--- src/rtl/fpd_pkg.sv ---
// ----------------------------------------------------------------------------
// fpd_pkg: shared types and constants of the framed packet deframer
// Result codes, configuration register indexes, record types and the
// byte-wide reflected CRC-32 update.
// ----------------------------------------------------------------------------
package fpd_pkg;

  // Header layout and payload bound.
  localparam int HEADER_BYTES  = 12;
  localparam int PAYLOAD_LIMIT = 1024;

  // CRC-32/IEEE, reflected form.
  localparam logic [31:0] CRC_INIT = 32'hFFFF_FFFF;
  localparam logic [31:0] CRC_POLY = 32'hEDB8_8320;

  // Result kinds.
  localparam logic [1:0] KIND_PAYLOAD   = 2'd0;
  localparam logic [1:0] KIND_GOOD      = 2'd1;
  localparam logic [1:0] KIND_CRC_ERROR = 2'd2;
  localparam logic [1:0] KIND_FORMAT    = 2'd3;

  // Configuration register indexes.
  localparam logic [1:0] CFG_MAGIC_FIRST  = 2'd0;
  localparam logic [1:0] CFG_MAGIC_SECOND = 2'd1;
  localparam logic [1:0] CFG_EXP_VERSION  = 2'd2;
  localparam logic [1:0] CFG_MAX_PAYLOAD  = 2'd3;

  // Output bus widths: fields packed from the lowest bit, padded to bytes.
  localparam int OUT_FIELDS_W = 8 + 10 + 8 + 32 + 32 + 11;
  localparam int OUT_DATA_W   = ((OUT_FIELDS_W + 7) / 8) * 8;
  localparam int OUT_PAD_W    = OUT_DATA_W - OUT_FIELDS_W;

  typedef struct packed {
    logic [7:0]  magic_first;
    logic [7:0]  magic_second;
    logic [7:0]  expected_version;
    logic [10:0] max_payload;
  } cfg_t;

  typedef struct packed {
    logic [1:0]  kind;
    logic [7:0]  payload_byte;
    logic [9:0]  payload_index;
    logic [7:0]  frame_type;
    logic [31:0] session_word;
    logic [31:0] sequence_word;
    logic [10:0] frame_payload_length;
  } res_t;

  // One byte through the reflected CRC-32, bit by bit.
  function automatic logic [31:0] crc32_byte(input logic [31:0] crc,
                                             input logic [7:0]  data);
    logic [31:0] c;
    c = crc ^ {24'd0, data};
    for (int k = 0; k < 8; k++) begin
      if (c[0]) begin
        c = (c >> 1) ^ CRC_POLY;
      end else begin
        c = c >> 1;
      end
    end
    return c;
  endfunction

endpackage

--- src/rtl/fpd_parser.sv ---
// ----------------------------------------------------------------------------
// fpd_parser: frame parser
// Sync hunt, header capture, payload forwarding and CRC check for one
// registered byte per cycle while advance holds; at most one result per byte.
// ----------------------------------------------------------------------------
module fpd_parser import fpd_pkg::*; (
  input  logic       clk,
  input  logic       rst,
  input  logic       advance,
  input  logic [7:0] rx_byte,
  input  cfg_t       cfg,
  output logic       res_valid,
  output res_t       res
);

  localparam logic [2:0] PH_HUNT0   = 3'd0;
  localparam logic [2:0] PH_HUNT1   = 3'd1;
  localparam logic [2:0] PH_HEADER  = 3'd2;
  localparam logic [2:0] PH_PAYLOAD = 3'd3;
  localparam logic [2:0] PH_CRC     = 3'd4;

  logic [2:0]  phase;
  logic [7:0]  hdr [HEADER_BYTES];
  logic [10:0] body_count;
  logic [10:0] length_expected;
  logic [31:0] crc_running;
  logic [31:0] crc_received;
  logic [1:0]  crc_count;

  logic [31:0] crc_next;
  logic [15:0] hdr_len;
  logic        last_hdr;
  logic        fmt_bad;
  logic [10:0] body_inc;
  logic [31:0] crc_word;

  // Datapath terms for the current byte.
  assign crc_next = crc32_byte(crc_running, rx_byte);
  assign hdr_len  = {rx_byte, hdr[10]};
  assign last_hdr = (body_count == 11'(HEADER_BYTES - 1));
  assign fmt_bad  = (hdr[0] != cfg.expected_version) ||
                    (hdr_len > {5'd0, cfg.max_payload}) ||
                    (hdr_len > 16'(PAYLOAD_LIMIT));
  assign body_inc = body_count + 11'd1;
  assign crc_word = {rx_byte, crc_received[23:0]};

  // Result formation; header fields come from the store, except the top
  // length byte on the last header byte, which is the byte at hand.
  always_comb begin
    res_valid                = 1'b0;
    res.kind                 = KIND_PAYLOAD;
    res.payload_byte         = 8'd0;
    res.payload_index        = 10'd0;
    res.frame_type           = hdr[1];
    res.session_word         = {hdr[5], hdr[4], hdr[3], hdr[2]};
    res.sequence_word        = {hdr[9], hdr[8], hdr[7], hdr[6]};
    res.frame_payload_length = (phase == PH_HEADER) ? {rx_byte[2:0], hdr[10]}
                                                    : {hdr[11][2:0], hdr[10]};
    unique case (phase)
      PH_HEADER: begin
        if (last_hdr && fmt_bad) begin
          res_valid = 1'b1;
          res.kind  = KIND_FORMAT;
        end
      end
      PH_PAYLOAD: begin
        res_valid         = 1'b1;
        res.kind          = KIND_PAYLOAD;
        res.payload_byte  = rx_byte;
        res.payload_index = body_count[9:0];
      end
      PH_CRC: begin
        if (crc_count == 2'd3) begin
          res_valid = 1'b1;
          res.kind  = (crc_word == ~crc_running) ? KIND_GOOD : KIND_CRC_ERROR;
        end
      end
      default: begin
        res_valid = 1'b0;
      end
    endcase
  end

  // Header store, written in arrival order.
  always_ff @(posedge clk) begin
    if (advance && phase == PH_HEADER && body_count < 11'(HEADER_BYTES)) begin
      hdr[body_count[3:0]] <= rx_byte;
    end
  end

  // Phase machine, counters and CRC.
  always_ff @(posedge clk) begin
    if (rst) begin
      phase           <= PH_HUNT0;
      body_count      <= 11'd0;
      length_expected <= 11'd0;
      crc_running     <= CRC_INIT;
      crc_received    <= 32'd0;
      crc_count       <= 2'd0;
    end else if (advance) begin
      unique case (phase)
        PH_HUNT0: begin
          if (rx_byte == cfg.magic_first) begin
            phase <= PH_HUNT1;
          end
        end
        PH_HUNT1: begin
          if (rx_byte == cfg.magic_second) begin
            body_count   <= 11'd0;
            crc_count    <= 2'd0;
            crc_received <= 32'd0;
            crc_running  <= CRC_INIT;
            phase        <= PH_HEADER;
          end else if (rx_byte != cfg.magic_first) begin
            phase <= PH_HUNT0;
          end
        end
        PH_HEADER: begin
          crc_running <= crc_next;
          if (last_hdr) begin
            body_count <= 11'd0;
            crc_count  <= 2'd0;
            if (fmt_bad) begin
              phase           <= PH_HUNT0;
              length_expected <= 11'd0;
            end else begin
              length_expected <= hdr_len[10:0];
              phase           <= (hdr_len == 16'd0) ? PH_CRC : PH_PAYLOAD;
            end
          end else begin
            body_count <= body_inc;
          end
        end
        PH_PAYLOAD: begin
          crc_running <= crc_next;
          body_count  <= body_inc;
          if (body_inc >= length_expected) begin
            crc_count    <= 2'd0;
            crc_received <= 32'd0;
            phase        <= PH_CRC;
          end
        end
        PH_CRC: begin
          crc_received[8*crc_count +: 8] <= rx_byte;
          if (crc_count == 2'd3) begin
            phase           <= PH_HUNT0;
            body_count      <= 11'd0;
            length_expected <= 11'd0;
            crc_count       <= 2'd0;
          end else begin
            crc_count <= crc_count + 2'd1;
          end
        end
        default: begin
          phase           <= PH_HUNT0;
          body_count      <= 11'd0;
          length_expected <= 11'd0;
          crc_count       <= 2'd0;
        end
      endcase
    end
  end

  // The header counter never runs past the header.
  a_hdr_bound: assert property (@(posedge clk) disable iff (rst)
    phase == PH_HEADER |-> body_count < 11'(HEADER_BYTES))
    else $error("header count out of range");

  // Payload position stays below the announced length.
  a_payload_bound: assert property (@(posedge clk) disable iff (rst)
    phase == PH_PAYLOAD |-> body_count < length_expected)
    else $error("payload count reached length");

  // The received CRC word starts empty.
  a_crc_clear: assert property (@(posedge clk) disable iff (rst)
    (phase == PH_CRC && crc_count == 2'd0) |-> crc_received == 32'd0)
    else $error("received CRC not cleared");

  // A verdict or format error always sends the parser back to the hunt.
  a_restart: assert property (@(posedge clk) disable iff (rst)
    (advance && res_valid && res.kind != KIND_PAYLOAD) |=> phase == PH_HUNT0)
    else $error("no restart after frame end");

endmodule

--- src/rtl/fpd_out_stage.sv ---
// ----------------------------------------------------------------------------
// fpd_out_stage: result register
// Holds one result item for the output stream and packs it onto the bus.
// ----------------------------------------------------------------------------
module fpd_out_stage import fpd_pkg::*; (
  input  logic                  clk,
  input  logic                  rst,
  input  logic                  load,
  input  logic                  res_valid,
  input  res_t                  res,
  output logic                  can_load,
  output logic                  m_tvalid,
  input  logic                  m_tready,
  // payload_byte[7:0], payload_index[17:8], frame_type[25:18],
  // session_word[57:26], sequence_word[89:58], frame_payload_length[100:90]
  output logic [OUT_DATA_W-1:0] m_tdata,
  // kind[1:0]
  output logic [1:0]            m_tuser
);

  res_t res_q;

  // The register may take a new result when empty or being drained.
  assign can_load = !m_tvalid || m_tready;

  // Valid flag.
  always_ff @(posedge clk) begin
    if (rst) begin
      m_tvalid <= 1'b0;
    end else if (load) begin
      m_tvalid <= res_valid;
    end else if (m_tready) begin
      m_tvalid <= 1'b0;
    end
  end

  // Result payload.
  always_ff @(posedge clk) begin
    if (load && res_valid) begin
      res_q <= res;
    end
  end

  // Bus packing.
  assign m_tuser = res_q.kind;
  assign m_tdata = {{OUT_PAD_W{1'b0}}, res_q.frame_payload_length,
                    res_q.sequence_word, res_q.session_word, res_q.frame_type,
                    res_q.payload_index, res_q.payload_byte};

endmodule

--- src/rtl/crc_framed_packet_deframer.sv ---
// ----------------------------------------------------------------------------
// crc_framed_packet_deframer: sync-word, length and CRC-32 packet deframer
//
//   channel   dir  handshake          contents
//   s_*       in   s_tvalid/s_tready  tdata[7:0] received byte
//   m_*       out  m_tvalid/m_tready  tdata header and payload, tuser kind
//   cfg_*     in   cfg_valid/cfg_ready register index and write data
//
// One byte per cycle is sustained while the output is not stalled; the
// per-byte CRC update and the phase machine sit between the input register
// and the result register. A result is formed from the byte in the input
// register and held in the result register, which offers it on the output.
// Reset is synchronous; it restores the register defaults and the hunt.
// A stalled output stops the parser, and the input register still takes
// one more byte while the result waits.
// ----------------------------------------------------------------------------
module crc_framed_packet_deframer import fpd_pkg::*; (
  input  logic                  clk,
  input  logic                  rst,
  input  logic                  s_tvalid,
  output logic                  s_tready,
  // rx_byte[7:0]
  input  logic [7:0]            s_tdata,
  output logic                  m_tvalid,
  input  logic                  m_tready,
  // payload_byte[7:0], payload_index[17:8], frame_type[25:18],
  // session_word[57:26], sequence_word[89:58], frame_payload_length[100:90]
  output logic [OUT_DATA_W-1:0] m_tdata,
  // kind[1:0]
  output logic [1:0]            m_tuser,
  input  logic                  cfg_valid,
  output logic                  cfg_ready,
  input  logic [1:0]            cfg_index,
  input  logic [10:0]           cfg_data
);

  cfg_t       cfg;
  logic       in_valid;
  logic [7:0] in_byte;
  logic       advance;
  logic       can_load;
  logic       res_valid;
  res_t       res;

  // Configuration registers.
  assign cfg_ready = 1'b1;

  always_ff @(posedge clk) begin
    if (rst) begin
      cfg.magic_first      <= 8'hA5;
      cfg.magic_second     <= 8'h5A;
      cfg.expected_version <= 8'h01;
      cfg.max_payload      <= 11'(PAYLOAD_LIMIT);
    end else if (cfg_valid && cfg_ready) begin
      unique case (cfg_index)
        CFG_MAGIC_FIRST:  cfg.magic_first      <= cfg_data[7:0];
        CFG_MAGIC_SECOND: cfg.magic_second     <= cfg_data[7:0];
        CFG_EXP_VERSION:  cfg.expected_version <= cfg_data[7:0];
        CFG_MAX_PAYLOAD:  cfg.max_payload      <= cfg_data;
        default: ;
      endcase
    end
  end

  // Input register: the parser consumes it when the result register can load.
  assign advance  = in_valid && can_load;
  assign s_tready = !in_valid || advance;

  always_ff @(posedge clk) begin
    if (rst) begin
      in_valid <= 1'b0;
    end else if (s_tvalid && s_tready) begin
      in_valid <= 1'b1;
    end else if (advance) begin
      in_valid <= 1'b0;
    end
  end

  always_ff @(posedge clk) begin
    if (s_tvalid && s_tready) begin
      in_byte <= s_tdata;
    end
  end

  fpd_parser u_parser (
    .clk       (clk),
    .rst       (rst),
    .advance   (advance),
    .rx_byte   (in_byte),
    .cfg       (cfg),
    .res_valid (res_valid),
    .res       (res)
  );

  fpd_out_stage u_out (
    .clk       (clk),
    .rst       (rst),
    .load      (advance),
    .res_valid (res_valid),
    .res       (res),
    .can_load  (can_load),
    .m_tvalid  (m_tvalid),
    .m_tready  (m_tready),
    .m_tdata   (m_tdata),
    .m_tuser   (m_tuser)
  );

endmodule
--- config.mk ---
export PLATFORM = sky130hd
export DESIGN_NAME = crc_framed_packet_deframer
export DESIGN_NICKNAME = d
export VERILOG_FILES = /design/src/rtl/fpd_pkg.sv /design/src/rtl/fpd_parser.sv /design/src/rtl/fpd_out_stage.sv /design/src/rtl/crc_framed_packet_deframer.sv
export SDC_FILE = /design/constraint.sdc
export NUM_CORES = 1
export LEC_CHECK = 0
export BUFFER_PORTS_ARGS = -buffer_cell sky130_fd_sc_hd__buf_2
export CORE_MARGIN = 4
export CORE_UTILIZATION = 50
export CTS_CLUSTER_DIAMETER = 30
export DETAILED_ROUTE_END_ITERATION = 8
export PLACE_DENSITY = 0.72
export SKIP_LAST_GASP = 1
export SYNTH_ARGS = -nofsm -noshare
export SYNTH_HDL_FRONTEND = slang
export SYNTH_HIERARCHICAL = 1
export SYNTH_SLANG_ARGS = --single-unit
--- constraint.sdc ---
create_clock -name clk -period 4.65 [get_ports clk]
set_input_delay 1.395 -clock clk [delete_from_list [all_inputs] [get_ports clk]]
set_output_delay 1.395 -clock clk [all_outputs]
set_load 0.02 [all_outputs]
==> metrics, run 1 <==
status completed; number of CTS-inserted buffers between 50 and 60; Ports 135; Die Y 173 um; CTS Hold Bufs 0; clk buf depth 3; DIE WIDTH about 170 um; WP data arrival 4150 ps; crit-path max cell delay ~480 ps; Yosys reg bits 322; EDFF count, synth 202; clock slew at reported path FFs 50 ps; crit path capture type flop; Hold Vio Cnt, Final 0; Root Buffer clkbuf_16; largest net degree at the start of global routing 71; Main synth FF type edfxtp_1; Initial Utilization 50.6%; CP Class reg2reg; WL per Instance between 15 and 20 um; Crit-path slowest cell dfxtp_1; Synth Cell Area 13600 um2; H-tree levels 2; leak pwr a little over 6 nW; Mapped Cells approximately 1000; Routed Antenna Nets 0; Mean Syn Cell Area 13.0 um2; CTS Sinks 322; DR vias 8676; CP most frequent cell and3_1; RD Place Congestion 0.862; total of max-cap violations 0; Max VDD drop 251 uV; Register Area 8470 um2; CP Launch Type flop; RSZ-0062 raised after global routing no; CP Cell Sequence ha_1, and3_1, and3_1, and3_1, and3_1, xor2_1, ha_1, a2111oi_0, o21a_1, buf_4, nor2_1, a311oi_1; multi-input logic area 4750 um2; setup TNS 0 ps; vias in the first global route 8784; post_cts resized 0; gr usage total slightly below 20%; via/cell ratio 5.47; Slew Limit Fails 0; die area approximately 30000 um2; Final nets between 1000 and 1500; synth unique cells 65; synthesis-to-finish area growth 20.7%; number of remaining DRC errors 0; DP HPWL ~20 mm; clk_lat worst skew 580 ps; initial antenna violation count 1; Slew HR 23.1%; Tcrit/Tclk final 79.5%; YS warnings 6; Min-Delay Path Class reg2reg; TritonRoute pass-1 iters 6; WL final 30.4 mm; register area share after synthesis between 60% and 70%; area of the core ~27000 um2; Period minus WS final 3700 ps; WP data required 5100 ps; Bufs and invs on worst path 1; global-route wire length before repair approximately 48 mm; gr ovfl total 0; Final setup viols 0; Post-synth ARST share 0%; max frequency 270 MHz; layout cells sized above 1 22.2%; delay-heaviest family, CP simple AND/OR/NAND/NOR gates; overall power 7.46 mW; slew at the pin closest to its max-slew limit 1150 ps; fillers a little over 2000; post-CTS setup buffers 0; CTS tree yes; skew final 41.8 ps; num rows 60; Diodes inserted 0; port bufs 130; PD cells 454 nW/um2; Max Fanout on Critical Path 54; Initial DRC Count 610
## area by class of cell
class,count,area share (%)
inverter,29,0.663
clock buffer,61,8.58
sequential,322,51.6
timing repair buffer,149,4.92
tap,341,2.60
multi-input combinational,642,28.9
clock inverter,42,2.74
## registers in the layout, summed over array words and instances (netlist names), 3 cells and up
register and count:
u_out/m_tdata 101, u_parser/hdr 91, cfg 35, u_parser/crc_running 32, u_parser/crc_received 24, u_parser/body_count 11
u_parser/length_expected 11, in_byte 8, u_parser/phase 3
## report_power, final
group          switching [mW]  internal [mW]  total [mW]
Sequential             0.0354           3.06        3.09
Combinational           0.277          0.202       0.479
Clock                    1.44           2.45        3.89
Total                    1.75           5.71        7.46
## cell families (layout without fill, tap and decap cells)
family	count (synthesis)	count (layout)	share of synthesized area (%)
buffers and inverters	84	281	2.88
AND/OR/NAND/NOR	281	281	12.6
flip-flops	322	322	62.3
other	2	4	0.0552
AO/OA/AOI/OAI	156	156	7.42
multiplexers	38	38	2.82
XOR/XNOR	133	133	9.21
adder cells (fa/ha/maj)	30	30	2.76
## layer usage
metal,part of all wire [%],global-route usage (%)
met5,0.043,0
met2,49,33.9
met1,42,25.5
met3,5.8,4.15
met4,2.7,6.39
## cell usage after synthesis, types with 3 or more instances
library cell	n	area [um2]
clkbuf_1	26	97.6
nor3_1	16	80.1
o21a_1	3	22.5
nand2_1	28	105
dfxtp_1	120	2400
and3_1	10	62.6
xnor2_1	59	517
nand3b_1	7	52.6
o21ai_0	37	185
o22ai_1	9	56.3
nand4_1	16	100
or4b_1	12	120
mux2i_1	35	350
edfxtp_1	202	6070
and2_1	32	200
buf_4	6	45.0
a22o_1	16	140
or4_1	3	22.5
a21oi_1	43	215
o21bai_1	15	113
buf_2	18	90.1
nand2b_1	49	307
mux2_2	3	33.8
xnor2_2	5	81.3
buf_6	4	45.0
a211o_1	8	70.1
or4b_2	13	130
nor3b_1	5	37.5
ha_1	30	375
inv_1	28	105
xor2_1	65	569
nor4_1	8	50.1
nor2_1	48	180
nor2b_1	4	25.0
nand3_1	16	80.1
a21o_1	10	75.1
## path summary, 6_finish.rpt
check,startpoint,end,slack (ps),depth (start not counted)
hold / removal,u_parser/hdr[7][4],u_out/m_tdata[70],410,0
hold reg to reg,u_parser/hdr[7][4],u_out/m_tdata[70],410,0
setup / recovery,u_parser/body_count[0],u_parser/phase[1],950,12
setup reg to reg,u_parser/body_count[0],u_parser/phase[1],950,12
## worst reg2reg max path: stages (launching register included)
cell,delay (ps)
dfxtp_1,480
ha_1,410
and3_1,240
and3_1,240
and3_1,240
and3_1,190
xor2_1,200
ha_1,280
a2111oi_0,370
o21a_1,180
buf_4,350
nor2_1,160
a311oi_1,260
## metrics by stage
step / area [um2] / std cells / utilization, % / hold WS, ps / setup WS [ps]
CTS: 16400 / 1586 / 61.1 / 412 / 992
finish: 16400 / 1586 / 61.1 / 407 / 952
floorplan: 13600 / 1048 / - / 400 / 69.6
global route: 16400 / 1586 / 61.1 / 420 / 613
detailed placement: 14600 / 1483 / 54.2 / 405 / 983
global placement: 14600 / 1483 / 54.2 / 401 / 1050
## cell usage in the layout (no fill, tap or decap), types with 16 or more instances in the layout
cell and instances:
ha_1 30, edfxtp_1 202, xor2_1 65, o21ai_0 37, and2_1 31, nand2_1 28
nand3_1 16, nor2_1 48, nand4_1 16, inv_1 28, nand2b_1 49, a21oi_1 43
mux2i_1 35, dfxtp_1 120, buf_2 129, buf_4 19, clkbuf_16 55, xnor2_1 59
nor3_1 16, a22o_1 16
Note: power is estimated with default switching activity, not from simulation.
==> run 2, diff against run 1 <==
--- a/config.mk
+++ b/config.mk
@@ -5,6 +5,7 @@
 export SDC_FILE = /design/constraint.sdc
 export NUM_CORES = 1
 export LEC_CHECK = 0
+export ABC_AREA = 1
 export BUFFER_PORTS_ARGS = -buffer_cell sky130_fd_sc_hd__buf_2
 export CORE_MARGIN = 4
 export CORE_UTILIZATION = 50
==> constraint.sdc (replaced) <==
create_clock -name clk -period 3.3 [get_ports clk]
set_input_delay 0.99 -clock clk [delete_from_list [all_inputs] [get_ports clk]]
set_output_delay 0.99 -clock clk [all_outputs]
set_load 0.02 [all_outputs]
==> run 2 against run 1 <==
  * Sequential power is 40% higher
  * Routed wire length up 17%
  * Via count increased by 24%
  * Clock-buffer cell count grew 6
  * Global-route usage up 2.7 points
  * Critical path depth up 2
  * Synthesized area is 4.9% higher
  * Synthesized cell count rose by 41%
  * Maximum frequency grew 22%
  * Die area increased by 4.6%
  * Critical path type unchanged
==> metrics, run 2 <==
status completed; via/cell ratio 5.16; skew final 47.2 ps; initial antenna violation count 0; leak pwr 7.50 nW; path depth of the worst reg2reg path 14; area of the core about 28000 um2; Synth Cell Area 14300 um2; number of CTS-inserted buffers 59; Routed Antenna Nets 0; Max VDD drop 474 uV; WP data arrival 3460 ps; Synth area leaders edfxtp_1 43%, dfxtp_1 17%, nand2_1 8.8%; PD cells 633 nW/um2; setup TNS 0 ps; RSZ-0062 raised after global routing yes; die area between 30000 and 40000 um2; layout cells sized above 1 20.2%; fillers 2263; clock slew at reported path FFs 60 ps; port bufs 130; number of remaining DRC errors 0; switching part of the total power around a quarter; CP Launch Type flop; Initial DRC Count 863; area leader, netlist edfxtp_1; Mapped Cells 1474; Hold Vio Cnt, Final 0; multi-input logic area 4810 um2; DR vias 10797; Diodes inserted 0; Yosys top cell area share 42.5%; count leader, synth nand2_1; Mean Syn Cell Area 9.68 um2; Reg power frac just under 40%; Hold Crit Start u_parser/hdr[9][2]; CTS Sinks 322; Main synth FF type edfxtp_1; Placed Area 15400 um2; EDFF count, synth slightly above 200; H-tree levels 2; R2R Path End u_parser/crc_received[1]; Yosys reg bits between 300 and 400; Final setup viols 0; part of the power in combinational logic 4.8%; slew at the pin closest to its max-slew limit about 780 ps; total of max-cap violations 0; Period minus WS final 3030 ps; WP data required 3740 ps; Reg2Reg Setup Slack 270 ps; FF-to-FF Start u_parser/body_count[4]; RD Place Congestion 0.923; clock power share 56.4%; Slew HR ~47%; Initial Utilization 51.1%; largest net degree at the start of global routing 44; Post-synth ARST share 0%; CP Class reg2reg; overall power 11.2 mW; gr ovfl total 0; gr usage total 22.5%; global-route wire length before repair 55.4 mm; register area share after synthesis 59.4%; WHS Endpoint u_out/m_tdata[84]; Tcrit/Tclk final around 92%; CTS tree yes; DP HPWL 23.7 mm; max frequency approximately 330 MHz; Ports 135; Sw Pwr 2.66 mW; synth unique cells 49; Max Fanout on Critical Path 16; Min-Delay Path Class reg2reg; most frequent cells in the layout 334 x nand2_1, 202 x edfxtp_1, 182 x nor2_1; Register Area roughly 8500 um2; clk_lat worst skew 600 ps; Root Buffer clkbuf_16; YS warnings 6; vias in the first global route between 10000 and 15000; commonest non-fill, non-tap cell in the layout nand2_1; Final nets roughly 1700; crit path capture type flop; num rows 61; Die Y ~180 um; clk buf depth 3; synthesis-to-finish area growth 23.5%; top post-synthesis cells by count 335 x nand2_1, 202 x edfxtp_1, 182 x nor2_1, 162 x inv_1, 120 x dfxtp_1; Internal about 8.5 mW; TritonRoute pass-1 iters 5; WL per Instance 17.0 um; Hold Path Depth 0; Slew Limit Fails 0; max reg flops 101; WL final 35.6 mm; DIE WIDTH 177 um; final instance area 17600 um2
==> run 2: cell types whose count changed after synthesis, sizes merged, moves of 37 or more <==
cell	before	now
a21oi	43	82
inv	28	176
nand2	28	344
nand2b	50	0
nand3	17	56
nor2	48	189
xnor2	64	27
==> run 2: what timing repair did <==
item	in CTS	in global routing
gates resized for setup	0	9
setup endpoints to repair	0	29
hold buffers	0	0
buffers inserted	0	1
==> run 2: logic make-up (layout without fill, tap and decap cells) <==
group | count (synthesis) | in the layout | synth area share (%)
XOR/XNOR | 75 | 75 | 4.92
AND/OR/NAND/NOR | 644 | 644 | 19.0
flip-flops | 322 | 322 | 59.4
AO/OA/AOI/OAI | 173 | 174 | 6.75
adder cells (fa/ha/maj) | 30 | 30 | 2.63
other | 2 | 4 | 0.0527
buffers and inverters | 228 | 467 | 7.24
==> run 2: worst max path at each step <==
stage / from / endpoint / cells past startpoint / slack, ps
4_1_cts: u_parser/body_count[3] / u_parser/phase[2] / 17 / 80
6_report: u_parser/body_count[4] / u_parser/crc_received[1] / 14 / 270
3_5_place_dp: u_parser/body_count[0] / u_parser/crc_received[6] / 16 / 220
5_1_grt: u_parser/body_count[1] / u_parser/crc_received[2] / 15 / -30
3_3_place_gp: u_parser/body_count[2] / u_parser/crc_received[15] / 15 / 320
2_1_floorplan: in_byte[1] / u_out/m_tdata[0] / 10 / -280
==> run 2: worst max-delay path, stage by stage (launching register included) <==
cell and delay (ps):
dfxtp_1 410, inv_1 120, nor3_2 210, nand3_1 120
nor2_1 170, nand3_1 150, xnor2_2 180, ha_1 320
nand2_1 70, nor2_1 140, a21oi_1 80, nand4_1 220
nand4_2 400, a21oi_1 260, nor2_1 70
==> run 2: routing by layer <==
metal  routed length (um)  share of wire, %  vias up  track usage [%]
met3                 2430               6.8       90             3.78
met2                17200                48      423             38.6
li1                     -                 -     5214                -
met1                14700                41     5070             28.8
met4                 1260               3.5        0             8.58
met5                    0                 0        -                0
==> run 2: power by group through the flow <==
stage	clock, mW	sequential (mW)	combinational, mW
floorplan	0	4.41	0.348
global placement	0	4.40	0.519
detailed placement	0	4.40	0.526
CTS	6.36	4.32	0.535
global route	6.61	4.32	0.592
finish	6.29	4.32	0.540
==> run 2: per-stage QoR <==
stage	std cells	setup WS (ps)	util, %	hold slack, ps
after floorplan	1476	-276	-	400
after CTS	2092	75.1	62.9	378
after global placement	1980	319	55.2	401
final	2094	274	63.1	378
after global routing	2094	-33.9	63.1	385
after detailed placement	1980	222	55.2	405
==> run 2: final cells by class <==
type / count / share of cell area [%]
flip-flops and latches: 322 / 48.1
inverters: 179 / 3.87
clock buffers: 67 / 8.78
repair buffers: 176 / 5.80
well taps: 378 / 2.69
multi-input cells: 927 / 27.3
clock inverters: 45 / 3.45
==> run 3, diff against run 2 <==
--- a/config.mk
+++ b/config.mk
@@ -11,7 +11,7 @@
 export CORE_UTILIZATION = 50
 export CTS_CLUSTER_DIAMETER = 30
 export DETAILED_ROUTE_END_ITERATION = 8
-export PLACE_DENSITY = 0.72
+export PLACE_DENSITY = 0.78
 export SKIP_LAST_GASP = 1
 export SYNTH_ARGS = -nofsm -noshare
 export SYNTH_HDL_FRONTEND = slang
==> run 3 against run 2 <==
  * Sequential share of layout area increased by 0.60 points
  * Non-clock buffer count decreased by 7
  * Routed wire length decreased by 1.0%
  * Clock skew decreased by 12 ps
  * Maximum frequency increased by 0.37%
  * Clock power decreased by 4.6%
  * Register-to-register slack about the same
  * Highest routed layer unchanged
==> metrics, run 3 (synthesized netlist as in run 2, its figures left out) <==
clock slew at reported path FFs 60 ps; layout cells sized above 1 19.1%; final instance area about 17000 um2; WP data required 3790 ps; delay-heaviest family, CP simple AND/OR/NAND/NOR gates; global-route wire length before repair 55.6 mm; Min-Delay Path Class reg2reg; fin util 62.3%; RD Place Congestion ~0.96; PD cells 624 nW/um2; fillers 2174; CP Cell Sequence inv_1, nor3_1, nand3_1, nor2_1, nand3_1, xnor2_1, ha_1, nand2_1, nor2_1, nand3_1, nand4_1, buf_4, inv_1, nor3_1, nand2_1, a21oi_1; commonest non-fill, non-tap cell in the layout nand2_1; CP most frequent cell nand3_1; multi-input logic area 4790 um2; Max VDD drop 434 uV; gr ovfl total 0; Placed Area between 15000 and 20000 um2; vias in the first global route between 10000 and 15000; Slew HR 32.5%; CTS tree yes; H-tree levels 2; via/cell ratio 5.24; most frequent cells in the layout 334 x nand2_1, 202 x edfxtp_1, 182 x nor2_1; Ports 135; max frequency 332 MHz; GR Layer Usage met1 28.9%; clk buf depth 3; WL per Instance 17.0 um; Bufs and invs on worst path 3; TritonRoute pass-1 iters 7; status completed; Die Y roughly 180 um; slew at the pin closest to its max-slew limit 1010 ps; crit path capture type flop; DIE WIDTH 177 um; grt peak-use layer met2; Slew Limit Fails 0; initial antenna violation count 0; number of CTS-inserted buffers 54; WL final 35.3 mm; hold_ws 395 ps; Routed Antenna Nets 0; gr usage total roughly 22%; Tcrit/Tclk final 91.3%; total of max-cap violations 0; DP HPWL ~23 mm; largest net degree at the start of global routing between 50 and 60; max reg flops 101; CP Class reg2reg; overall power around 11 mW; GR Util met3 4.04%; port bufs 130; crit-path max cell delay 410 ps; Final setup viols 0; CP Launch Type flop; Root Buffer clkbuf_16; GRT met2 Usage 38.2%; num rows 61; Initial DRC Count 1138; DR vias 10872; Crit-path slowest cell dfxtp_1; Final nets 1708; clk_lat worst skew 590 ps; Diodes inserted 0; WP data arrival 3500 ps; CTS Sinks 322; Initial Utilization 51.1%; synthesis-to-finish area growth 22.0%; area of the core 27900 um2; skew final 35.2 ps; Hold Vio Cnt, Final 0; leak pwr 7.37 nW; die area 31300 um2; setup TNS 0 ps; Register Area 8470 um2; number of remaining DRC errors 0; Period minus WS final 3010 ps; Max Fanout on Critical Path 4
[run 3: routing by layer]
metal | up-vias | routed length [um]
met5 | - | 0
met4 | 0 | 1140
met3 | 86 | 2710
met2 | 521 | 17100
met1 | 5098 | 14300
li1 | 5167 | -
[run 3: cell type report]
class                      instances  share of cell area, %
timing repair buffer             169                   5.64
clock inverter                    43                   3.56
sequential                       322                   48.7
inverter                         179                   3.92
multi-input combinational        926                   27.6
clock buffer                      57                   7.89
tap                              378                   2.72
[run 3: what timing repair did]
item / CTS / global route
endpoints found under the hold margin: 0 / 0
gates resized for setup: 0 / 4
buffers inserted: 0 / 1
setup endpoints to repair: 0 / 29
hold buffers: 0 / 0
[run 3: path summary, 6_finish.rpt]
| check | start | end | slack (ps) | cells past startpoint |
|---|---|---|---|---|
| setup reg to reg | u_parser/body_count[4] | u_parser/phase[0] | 290 | 16 |
| hold / removal | u_parser/hdr[4][5] | u_out/m_tdata[47] | 400 | 0 |
| hold reg to reg | u_parser/hdr[4][5] | u_out/m_tdata[47] | 400 | 0 |
| setup / recovery | u_parser/body_count[4] | u_parser/phase[0] | 290 | 16 |
[run 3: per-stage QoR]
stage          instances  setup slack, ps
2_1_floorplan       1476             -276
3_3_place_gp        1973              314
3_5_place_dp        1973              160
4_1_cts             2073             69.2
5_1_grt             2074            -10.4
6_report            2074              286
[run 3: where the power goes]
group,total (mW),internal (mW),switching (mW)
Combinational,0.525,0.160,0.365
Clock,6.00,3.88,2.12
Sequential,4.32,4.30,0.0259
Total,10.9,8.34,2.51
